$ cat src/sv/cartridge_bank_mapper_macros.svh
`ifndef CARTRIDGE_BANK_MAPPER_MACROS_SVH
`define CARTRIDGE_BANK_MAPPER_MACROS_SVH

// Same-cycle implication, checked outside reset.
`define CBM_ASSERT_NOW(label, clk, rst_n, ante, cons, msg) \
    label: assert property (@(posedge clk) disable iff (!rst_n) (ante) |-> (cons)) \
        else $error(msg);

// Next-cycle implication, checked outside reset.
`define CBM_ASSERT_NEXT(label, clk, rst_n, ante, cons, msg) \
    label: assert property (@(posedge clk) disable iff (!rst_n) (ante) |=> (cons)) \
        else $error(msg);

`endif

$ cat src/sv/cbm_pkg.sv
package cbm_pkg;

    localparam int PATTERN_SLOTS     = 8;
    localparam int MAX_PROGRAM_PAGES = 64;
    localparam int DIV_STEPS         = 8;
    localparam int DIV_CNT_W         = $clog2(DIV_STEPS);
    localparam int CFG_IDX_W         = 2;
    localparam int CFG_DATA_W        = 6;
    localparam int PRG_PAGES_W       = 7;

    // reset values of the configuration registers
    localparam logic       RST_HARDWIRED = 1'b0;
    localparam logic [5:0] RST_PRG_UNITS = 6'd2;
    localparam logic [5:0] RST_PAT_UNITS = 6'd1;
    localparam logic       RST_MIRROR_V  = 1'b0;

    localparam logic [CFG_IDX_W-1:0] REG_HARDWIRED = 2'd0;
    localparam logic [CFG_IDX_W-1:0] REG_PRG_UNITS = 2'd1;
    localparam logic [CFG_IDX_W-1:0] REG_PAT_UNITS = 2'd2;
    localparam logic [CFG_IDX_W-1:0] REG_MIRROR_V  = 2'd3;

    typedef enum logic [1:0] {
        ACT_WRITE = 2'd0,
        ACT_READ  = 2'd1,
        ACT_PPU   = 2'd2,
        ACT_INIT  = 2'd3
    } t_cbm_action;

    typedef enum logic [2:0] {
        SP_NONE  = 3'd0,
        SP_PROM  = 3'd1,
        SP_CROM  = 3'd2,
        SP_NTRAM = 3'd3,
        SP_CRAM  = 3'd4
    } t_cbm_space;

    typedef enum logic [1:0] {
        S_IDLE,
        S_DIV,
        S_EXEC
    } t_cbm_state;

    typedef struct packed {
        logic [1:0]  action;
        logic [15:0] address;
        logic [7:0]  write_value;
    } t_cbm_req;

    typedef struct packed {
        logic [2:0]  space;
        logic [18:0] offset;
    } t_cbm_rsp;

    typedef struct packed {
        logic load;
        logic step;
        logic commit;
    } t_cbm_cmd;

    typedef struct packed {
        logic need_div;
    } t_cbm_sts;

endpackage

$ cat src/sv/cbm_ctrl.sv
`include "cartridge_bank_mapper_macros.svh"

module cbm_ctrl (
    input  logic              i_clk,
    input  logic              i_rst_n,
    input  logic              i_in_valid,
    output logic              o_in_ready,
    output logic              o_out_valid,
    input  logic              i_out_ready,
    input  cbm_pkg::t_cbm_sts i_sts,
    output cbm_pkg::t_cbm_cmd o_cmd
);
    import cbm_pkg::*;

    localparam logic [DIV_CNT_W-1:0] LAST_STEP = DIV_CNT_W'(DIV_STEPS - 1);

    t_cbm_state           r_state, n_state;
    logic [DIV_CNT_W-1:0] r_cnt, n_cnt;
    logic                 r_out_valid, n_out_valid;
    logic                 w_accept;
    logic                 w_out_free;

    assign w_accept   = i_in_valid && o_in_ready;
    assign w_out_free = !r_out_valid || i_out_ready;
    assign o_out_valid = r_out_valid;

    always_ff @(posedge i_clk) begin
        if (!i_rst_n) begin
            r_state     <= S_IDLE;
            r_cnt       <= '0;
            r_out_valid <= 1'b0;
        end else begin
            r_state     <= n_state;
            r_cnt       <= n_cnt;
            r_out_valid <= n_out_valid;
        end
    end

    always_comb begin
        n_state    = r_state;
        n_cnt      = r_cnt;
        o_cmd      = '0;
        o_in_ready = 1'b0;
        unique case (r_state)
            S_IDLE: begin
                o_in_ready = 1'b1;
                if (i_in_valid) begin
                    o_cmd.load = 1'b1;
                    n_cnt      = '0;
                    n_state    = i_sts.need_div ? S_DIV : S_EXEC;
                end
            end
            S_DIV: begin
                o_cmd.step = 1'b1;
                n_cnt      = r_cnt + 1'b1;
                if (r_cnt == LAST_STEP) begin
                    n_state = S_EXEC;
                end
            end
            S_EXEC: begin
                if (w_out_free) begin
                    o_cmd.commit = 1'b1;
                    n_state      = S_IDLE;
                end
            end
            default: n_state = S_IDLE;
        endcase
    end

    always_comb begin
        n_out_valid = r_out_valid;
        if (o_cmd.commit) begin
            n_out_valid = 1'b1;
        end else if (r_out_valid && i_out_ready) begin
            n_out_valid = 1'b0;
        end
    end

    `CBM_ASSERT_NEXT(a_div_start, i_clk, i_rst_n, w_accept && i_sts.need_div, r_state == S_DIV && r_cnt == '0, "write request did not start the divider")
    `CBM_ASSERT_NEXT(a_div_end, i_clk, i_rst_n, r_state == S_DIV && r_cnt == LAST_STEP, r_state == S_EXEC, "divider overran its step count")
    `CBM_ASSERT_NEXT(a_commit_out, i_clk, i_rst_n, o_cmd.commit, o_out_valid && r_state == S_IDLE, "commit did not present a result")
    `CBM_ASSERT_NOW(a_no_overwrite, i_clk, i_rst_n, o_cmd.commit, !o_out_valid || i_out_ready, "result overwritten before it was taken")

endmodule

$ cat src/sv/cbm_dp.sv
module cbm_dp (
    input  logic                               i_clk,
    input  logic                               i_rst_n,
    input  logic                               i_cfg_we,
    input  logic [cbm_pkg::CFG_IDX_W-1:0]      i_cfg_idx,
    input  logic [cbm_pkg::CFG_DATA_W-1:0]     i_cfg_data,
    input  cbm_pkg::t_cbm_req                  i_in_req,
    input  cbm_pkg::t_cbm_cmd                  i_cmd,
    output cbm_pkg::t_cbm_sts                  o_sts,
    output cbm_pkg::t_cbm_rsp                  o_out_rsp
);
    import cbm_pkg::*;

    // configuration
    logic       r_hardwired;
    logic [5:0] r_prg_units;
    logic [5:0] r_pat_units;
    logic       r_mirror_v;

    // banks
    logic [7:0] r_pat_bank [PATTERN_SLOTS];
    logic [8:0] r_nt_bank  [4];
    logic [5:0] r_prg_bank [3];

    // latched request, remainder unit, result
    t_cbm_req   r_req;
    logic [8:0] r_div;
    logic [8:0] r_rem;
    logic [7:0] r_dvd;
    t_cbm_rsp   r_rsp;

    logic [PRG_PAGES_W-1:0] w_prg_pages;
    logic [8:0]             w_pat_pages;
    logic                   w_in_prg;
    logic [9:0]             w_trial;
    logic [8:0]             w_rem_next;
    logic [4:0]             w_sel;
    logic [7:0]             w_val;
    logic                   w_wr;
    logic                   w_init;
    logic [13:0]            w_pa;
    logic [8:0]             w_nb;
    logic [5:0]             w_page;
    t_cbm_rsp               w_rsp;

    always_comb begin
        if (r_prg_units == 6'd0) begin
            w_prg_pages = PRG_PAGES_W'(2);
        end else if (r_prg_units[5]) begin
            w_prg_pages = PRG_PAGES_W'(MAX_PROGRAM_PAGES);
        end else begin
            w_prg_pages = {1'b0, r_prg_units[4:0], 1'b0};
        end
    end

    assign w_pat_pages  = {r_pat_units, 3'b000};
    assign w_in_prg     = (i_in_req.address[15:13] == 3'b111);
    assign o_sts.need_div = (i_in_req.action == ACT_WRITE);

    // restoring remainder, one dividend bit a step
    assign w_trial = {r_rem, r_dvd[7]};
    always_comb begin
        if (w_trial >= {1'b0, r_div}) begin
            w_rem_next = 9'(w_trial - {1'b0, r_div});
        end else begin
            w_rem_next = w_trial[8:0];
        end
    end

    always_ff @(posedge i_clk) begin
        if (!i_rst_n) begin
            r_rem <= '0;
            r_div <= '0;
        end else if (i_cmd.load) begin
            r_rem <= '0;
            r_div <= w_in_prg ? {2'b00, w_prg_pages} : w_pat_pages;
        end else if (i_cmd.step) begin
            r_rem <= w_rem_next;
        end
    end

    always_ff @(posedge i_clk) begin
        if (i_cmd.load) begin
            r_req <= i_in_req;
            r_dvd <= w_in_prg ? {2'b00, i_in_req.write_value[5:0]} : i_in_req.write_value;
        end else if (i_cmd.step) begin
            r_dvd <= {r_dvd[6:0], 1'b0};
        end
    end

    always_ff @(posedge i_clk) begin
        if (!i_rst_n) begin
            r_hardwired <= RST_HARDWIRED;
            r_prg_units <= RST_PRG_UNITS;
            r_pat_units <= RST_PAT_UNITS;
            r_mirror_v  <= RST_MIRROR_V;
        end else if (i_cfg_we) begin
            unique case (i_cfg_idx)
                REG_HARDWIRED: r_hardwired <= i_cfg_data[0];
                REG_PRG_UNITS: r_prg_units <= i_cfg_data;
                REG_PAT_UNITS: r_pat_units <= i_cfg_data;
                REG_MIRROR_V:  r_mirror_v  <= i_cfg_data[0];
                default: ;
            endcase
        end
    end

    assign w_sel  = r_req.address[15:11];
    assign w_val  = r_req.write_value;
    assign w_wr   = i_cmd.commit && (r_req.action == ACT_WRITE);
    assign w_init = i_cmd.commit && (r_req.action == ACT_INIT);

    always_ff @(posedge i_clk) begin
        if (!i_rst_n) begin
            for (int i = 0; i < PATTERN_SLOTS; i++) begin
                r_pat_bank[i] <= 8'(i);
            end
            r_nt_bank[0]  <= 9'd0;
            r_nt_bank[1]  <= {8'd0, RST_MIRROR_V};
            r_nt_bank[2]  <= {8'd0, !RST_MIRROR_V};
            r_nt_bank[3]  <= 9'd1;
            r_prg_bank[0] <= 6'd0;
            r_prg_bank[1] <= 6'd1;
            r_prg_bank[2] <= 6'({RST_PRG_UNITS, 1'b0} - 7'd2);
        end else if (w_init) begin
            for (int i = 0; i < PATTERN_SLOTS; i++) begin
                r_pat_bank[i] <= 8'(i);
            end
            r_nt_bank[0]  <= 9'd0;
            r_nt_bank[1]  <= {8'd0, r_mirror_v};
            r_nt_bank[2]  <= {8'd0, !r_mirror_v};
            r_nt_bank[3]  <= 9'd1;
            r_prg_bank[0] <= 6'd0;
            r_prg_bank[1] <= 6'd1;
            r_prg_bank[2] <= 6'(w_prg_pages - PRG_PAGES_W'(2));
        end else if (w_wr) begin
            if (w_sel[4:3] == 2'b10) begin
                if (r_pat_units != 6'd0) begin
                    r_pat_bank[w_sel[2:0]] <= r_rem[7:0];
                end
            end else if (w_sel[4:2] == 3'b110) begin
                if (!r_hardwired) begin
                    if (w_val < 8'hE0) begin
                        if (r_pat_units != 6'd0) begin
                            r_nt_bank[w_sel[1:0]] <= {1'b1, r_rem[7:0]};
                        end
                    end else begin
                        r_nt_bank[w_sel[1:0]] <= {8'd0, w_val[0]};
                    end
                end
            end else if (w_sel[4:2] == 3'b111 && w_sel[1:0] != 2'b11) begin
                r_prg_bank[w_sel[1:0]] <= r_rem[5:0];
            end
        end
    end

    // translation of reads and PPU accesses
    assign w_pa = r_req.address[13:0];
    assign w_nb = r_nt_bank[w_pa[11:10]];

    always_comb begin
        case (r_req.address[14:13])
            2'd0:    w_page = r_prg_bank[0];
            2'd1:    w_page = r_prg_bank[1];
            2'd2:    w_page = r_prg_bank[2];
            default: w_page = 6'(w_prg_pages - PRG_PAGES_W'(1));
        endcase
    end

    always_comb begin
        w_rsp = '0;
        case (r_req.action)
            ACT_READ: begin
                if (r_req.address[15]) begin
                    w_rsp.space  = SP_PROM;
                    w_rsp.offset = {w_page, r_req.address[12:0]};
                end
            end
            ACT_PPU: begin
                if (!w_pa[13]) begin
                    if (r_pat_units == 6'd0) begin
                        w_rsp.space  = SP_CRAM;
                        w_rsp.offset = 19'(w_pa[12:0]);
                    end else begin
                        w_rsp.space  = SP_CROM;
                        w_rsp.offset = 19'({r_pat_bank[w_pa[12:10]], w_pa[9:0]});
                    end
                end else if (w_pa[13:8] != 6'h3F) begin
                    if (w_nb[8]) begin
                        w_rsp.space  = SP_CROM;
                        w_rsp.offset = 19'({w_nb[7:0], w_pa[9:0]});
                    end else begin
                        w_rsp.space  = SP_NTRAM;
                        w_rsp.offset = 19'({w_nb[0], w_pa[9:0]});
                    end
                end
            end
            default: w_rsp = '0;
        endcase
    end

    always_ff @(posedge i_clk) begin
        if (i_cmd.commit) begin
            r_rsp <= w_rsp;
        end
    end

    assign o_out_rsp = r_rsp;

endmodule

$ cat src/sv/cartridge_bank_mapper.sv
// A CPU read, PPU or bank init request is loaded on acceptance and committed to the
//   output register from the execute state, which waits while the output is full;
//   a CPU write request first takes the steps of the bit-per-cycle remainder unit.
// Requests wait for the last commit; all bank writes share one remainder unit.
// Reset (i_rst_n low, synchronous): registers take their reset values, banks hold their
//   power-on mapping, no request is in flight and the output is empty.
module cartridge_bank_mapper (
    input  logic                           i_clk,
    input  logic                           i_rst_n,
    // configuration writes, only while idle
    input  logic                           i_cfg_we,
    input  logic [cbm_pkg::CFG_IDX_W-1:0]  i_cfg_idx,
    input  logic [cbm_pkg::CFG_DATA_W-1:0] i_cfg_data,
    // request channel
    input  logic                           i_in_valid,
    output logic                           o_in_ready,
    input  cbm_pkg::t_cbm_req              i_in_req,
    // result channel
    output logic                           o_out_valid,
    input  logic                           i_out_ready,
    output cbm_pkg::t_cbm_rsp              o_out_rsp
);
    import cbm_pkg::*;

    // Controller sequences each request: load, optional remainder steps, commit.
    // The datapath holds the config, the banks, the remainder unit and the result
    // register, so a finished result can wait while the next request is taken.
    t_cbm_cmd w_cmd;
    t_cbm_sts w_sts;

    cbm_ctrl u_ctrl (
        .i_clk       (i_clk),
        .i_rst_n     (i_rst_n),
        .i_in_valid  (i_in_valid),
        .o_in_ready  (o_in_ready),
        .o_out_valid (o_out_valid),
        .i_out_ready (i_out_ready),
        .i_sts       (w_sts),
        .o_cmd       (w_cmd)
    );

    // Bank writes reduce the value modulo the page count (program values first masked to
    // 6 bits; nametable values E0+ pick RAM); the last program window is the top page.
    cbm_dp u_dp (
        .i_clk      (i_clk),
        .i_rst_n    (i_rst_n),
        .i_cfg_we   (i_cfg_we),
        .i_cfg_idx  (i_cfg_idx),
        .i_cfg_data (i_cfg_data),
        .i_in_req   (i_in_req),
        .i_cmd      (w_cmd),
        .o_sts      (w_sts),
        .o_out_rsp  (o_out_rsp)
    );

endmodule
$ cat config.mk
export PLATFORM = sky130hd
export DESIGN_NAME = cartridge_bank_mapper
export DESIGN_NICKNAME = d
export VERILOG_FILES = /design/src/sv/cbm_pkg.sv /design/src/sv/cbm_ctrl.sv /design/src/sv/cbm_dp.sv /design/src/sv/cartridge_bank_mapper.sv
export VERILOG_INCLUDE_DIRS = /design/src /design/src/sv
export SDC_FILE = /design/constraint.sdc
export NUM_CORES = 1
export LEC_CHECK = 0
export BUFFER_PORTS_ARGS = -buffer_cell sky130_fd_sc_hd__buf_2
export CORE_UTILIZATION = 53
export DETAILED_ROUTE_END_ITERATION = 6
export GPL_ROUTABILITY_DRIVEN = 0
export PLACE_DENSITY_LB_ADDON = 0.12
export SYNTH_ARGS = -nofsm -noshare
export SYNTH_HDL_FRONTEND = slang
export SYNTH_HIERARCHICAL = 1
export SYNTH_SLANG_ARGS = --single-unit
$ cat constraint.sdc
create_clock -name i_clk -period 6.2 [get_ports i_clk]
set_input_delay 1.24 -clock i_clk [delete_from_list [all_inputs] [get_ports i_clk]]
set_output_delay 1.24 -clock i_clk [all_outputs]
set_load 0.02 [all_outputs]
# Yosys cells after proc, flatten, opt, wreduce, memory -nomap -nowiden
# Memories as Yosys holds them, arrays and structs flattened. A register that Yosys moved wholly into a read port is not among the register bits.
# Cells that the tools add are included.
# totals
regBits	94
latch_bits	0
mem_bits_rw	118
mem_count	3
mem_bits_ro	0
in_bits	39
output_inout_bits	24
# op_classes
eq_ne	20
reduce_logical	28
n_lt_le_gt_ge	2
bitwise_logic	17
n_addsub	4
multipliers	0
mux	89
shifts	0
n_div	0
# mem_list
memory	depth	width	rd	rd_clocked_by_memory_dff	wr	line	text
u_dp.r_pat_bank	8	8	1	1	8	cbm_dp.sv:21	logic [7:0] r_pat_bank [PATTERN_SLOTS];
u_dp.r_nt_bank	4	9	1	1	4	cbm_dp.sv:22	logic [8:0] r_nt_bank [4];
u_dp.r_prg_bank	3	6	3	0	3	cbm_dp.sv:23	logic [5:0] r_prg_bank [3];
# ops
operator	n
$mux W8	12
$mux W9	8
$mux W22	3
$mux W1	44
$pmux W22 S2	1
$mux W20	2
$mux W6	4
$pmux W6 S3	1
$or A1 B1 Y1	16
$eq A2 B2 Y1 const B	7
$mux W2	7
$mux W7	2
$eq A3 B3 Y1 const B	4
$logic_not A6 Y1	2
$ge A10 B9 Y1	1
$logic_not A2 Y1	5
$reduce_and A2 Y1	5
$mux W3	3
$reduce_or A9 Y1	1
$sub A9 B9 Y9	1
$eq A2 B1 Y1 const B	4
$lt A8 B8 Y1 const B	1
$reduce_or A8 Y1	1
$ne A6 B6 Y1 const B	1
16 further kinds	24

# Logic depth before layout (Yosys ltp)
# depth
word_depth	13
depth_mapped	10
depth_no_buf	9

# Hierarchy
# Netlist, hierarchy kept.
# by_module_without_submodules
mod	cells_per_inst	area_per_inst_um2	seq_area_each_um2	instances
cbm_dp	711	9434.0	5785.5	1
cbm_ctrl	30	296.5	120.1	1

# Least setup slack after synthesis
# Ideal clock, no wire load.
# synth_timing
path_kind	input port to flip-flop
start	input i_out_ready
end	memory u_dp.r_pat_bank[5][0], enable pin
n_path_buf	3
setup_ns	0.384
path_slack_ns	2.591
arrival_ns	3.225
path_stages	10
cell_sequence	nand2b_1 -> nor2b_1 -> buf_4 -> nand4_1 -> nor2_2 -> nand2_1 -> or2_1 -> buf_4 -> buf_6 -> o21ai_0
# synth_lines
item	line	text
from (decl)	cartridge_bank_mapper.sv:20	input logic i_out_ready,
to (decl)	cbm_dp.sv:21	

==> summary.txt <==
Die Y = 137 µm
endpoints failing setup = 0
part of the power in combinational logic = 0.098
Syn Nets = 796
main flop type after synthesis = edfxtp_1
Worst Path Max Fanout = 23
final-report max-slew violation count = 0
TritonCTS clock tree = yes
CTS Buf Count = 23
Routed Antenna Nets = 0
worst hold endpoint = u_dp/r_div[8]$_SDFFE_PN0P_
Cell variety after synth = 66
drt pass-1 iters = 7
GRT Total Usage = 0.250
routed wire length = 23200 µm
CTS H-tree lvls = 1
crit-path cells = buf_2 -> inv_1 -> a21oi_2 -> o21ai_0
Fmax = 282 MHz
via count = 6220
Clock Latency Late Sink = 0.51 ns
Seq pwr share = 0.509
fraction of layout cells with a size suffix above 1 = 0.194
failing checks = DRC
Post-synth EDFFs = 170
leakage power total = 0.00403 µW
Initial Util = 0.542
most frequent cells in the layout = 170 x edfxtp_1, 91 x and2_1, 62 x buf_2, 40 x nand2_1
Final Skew = 0.0162 ns
first-pass GRT wire length = 34200 µm
CTS Hold Bufs = 0
fin crit share = 0.571
slew margin rel. = 0.155
Post-Syn Area = 9730 µm²
Vias/cell = 5.99
Placeable Area = 18000 µm²
die area = 18900 µm²
Crit Reg-Reg Endpoint = u_dp/r_pat_bank[5][6]$_SDFFCE_PN0P_
CP required = 6.25 ns
Worst-path clk slew = 0.05 ns
Crit. End Element = flip-flop
commonest non-fill, non-tap cell in the layout = edfxtp_1
cell area power density = 300 nW/µm²
end-of-flow core utilization = 0.607
placed wire-length estimate = 16100 µm
Synth Warn # = 6
clk sinks = 210
post-synth top area share = 0.525
Syn-to-layout area delta = 12.0%
Net Sw Power = 777 µW
Internal = 2500 µW
hold_ws = 0.462 ns
FF-to-FF setup slack = 3.15 ns
hold_sp = u_dp/r_div[8]$_SDFFE_PN0P_
vias in the first global route = 5835
Register Area = 5910 µm²
row cnt = 49
fraction of registers with async set/reset = 0
setup bufs post-CTS = 0
count of input and output buffers = 62
Fin. Hold Viols = 0
CP peak stage delay = 0.91 ns
Antenna diodes = 0
Die W = 137 µm
largest net degree at the start of global routing = 37
slowest CP cell = a21oi_2
critical path startpoint category = input port
largest cells by area after synthesis = edfxtp_1 52%, dfxtp_1 8.2%, mux4_2 6.5%, and2_1 5.9%, mux2i_1 3.2%
GR Overflow Total = 0
critical path arrival = 3.59 ns
Clock power frac = 0.393
Avg WL per Cell = 22.4 µm
synthesized flop and latch total = 210
status = complete, but fails checks
layout net count = 848
final setup margin = 2.66 ns
Synth Instances = 741
CTS root buffer = clkbuf_16
Least-Margin Pin Slew = 1.25 ns
hold depth = 2
Max-Cap Viols = 0
TNS Setup = 0 ns
FILL cells = 1388
cell taking the most area after synthesis = edfxtp_1
sequential share of the synthesized area = 0.607
RSZ-0062 raised after global routing = false
fin crit period = 3.54 ns
worst slack at placement = 2.22 ns
Sw Ratio = 0.237
WS Path Type = input port to flip-flop
R2R cell count = 7
# resized after CTS = 0
Hold Path Class = flip-flop to flip-flop
Max clock buf depth = 3
DRC viols = 2
initial antenna violation count = 1
num ports = 63
area of the multi-input gates = 3550 µm²
number of DRC markers after the initial detailed-route iteration = 553
Synth Area per Inst = 13.1 µm²
reg2reg start = u_ctrl/r_state[0]$_SDFFE_PN0P_
VDD IR-drop max = 188 µV
-- critical path, delay by kind of cell --
kind	cells	cell delay (ns)
buffers and inverters	2	0.67
AO/OA/AOI/OAI	2	1.68
-- worst max-delay path by stage --
| stage | start | to | cells after the start | slack (ns) |
|---|---|---|---|---|
| floorplan | i_out_ready | u_dp/r_pat_bank[5][0]$_SDFFCE_PN1P_ | 10 | 2.59 |
| global placement | i_out_ready | u_dp/r_nt_bank[1][4]$_SDFFCE_PN0P_ | 6 | 2.38 |
| detailed placement | i_rst_n | u_dp/r_nt_bank[3][6]$_SDFFCE_PN0P_ | 4 | 2.22 |
| CTS | i_rst_n | u_dp/r_nt_bank[3][2]$_SDFFCE_PN0P_ | 4 | 2.75 |
| global route | i_rst_n | u_dp/r_nt_bank[3][2]$_SDFFCE_PN0P_ | 4 | 2.54 |
| finish | i_rst_n | u_dp/r_nt_bank[3][8]$_SDFFCE_PN0P_ | 4 | 2.66 |
-- registers in the layout, indices dropped and copies added (netlist names), 8 cells and up, named ones only --
register / count
u_dp/r_div: 8
u_dp/r_req: 18
u_dp/o_out_rsp: 22
u_dp/r_prg_bank: 18
u_dp/r_dvd: 8
u_dp/r_nt_bank: 36
u_dp/r_rem: 9
u_dp/r_pat_bank: 64
-- synthesized netlist by cell type, types with 14 or more instances --
cell type  instances
nand2_1           40
nor3_1            15
dfxtp_1           40
inv_1             26
ha_1              15
nand3_1           14
o21ai_0           33
mux4_2            28
mux2i_1           31
nor2_1            39
nand2b_1          14
clkbuf_1          29
edfxtp_1         170
and2_1            92
-- routing by layer --
layer | part of all wire | vias to the layer above | global-route usage
li1 | - | 2846 | -
met5 | 0 | - | 0
met4 | 0.020 | 0 | 0.0726
met1 | 0.44 | 3034 | 0.374
met2 | 0.45 | 298 | 0.374
met3 | 0.084 | 42 | 0.0408
-- power groups by stage --
stage	combinational [µW]	clock (µW)	sequential [µW]
2_1_floorplan	243	0	1660
4_1_cts	319	1310	1670
6_report	321	1290	1660
5_1_grt	346	1360	1670
3_5_place_dp	317	0	1690
3_3_place_gp	309	0	1690
-- area by class of cell --
| cell class | count | area share |
|---|---|---|
| clock buffers | 29 | 0.0549 |
| well taps | 229 | 0.0263 |
| repair buffers | 67 | 0.0319 |
| flip-flops and latches | 210 | 0.542 |
| multi-input cells | 465 | 0.326 |
| inverters | 26 | 0.00896 |
| clock inverters | 12 | 0.00965 |
-- cells by family after synthesis --
kind of cell / count (synthesis) / synth area share
AO/OA/AOI/OAI: 100 / 0.0710
flip-flops: 210 / 0.607
AND/OR/NAND/NOR: 279 / 0.163
multiplexers: 66 / 0.105
buffers and inverters: 66 / 0.0292
adder cells (fa/ha/maj): 16 / 0.0213
XOR/XNOR: 4 / 0.00360
-- through the flow --
step	instances	power, µW	cell area (µm²)
global route	1038	3380	10900
CTS	1038	3300	10900
global placement	997	2000	10200
detailed placement	997	2010	10200
finish	1038	3270	10900
floorplan	741	1900	9730
Note: power is estimated with default switching activity, not from simulation.
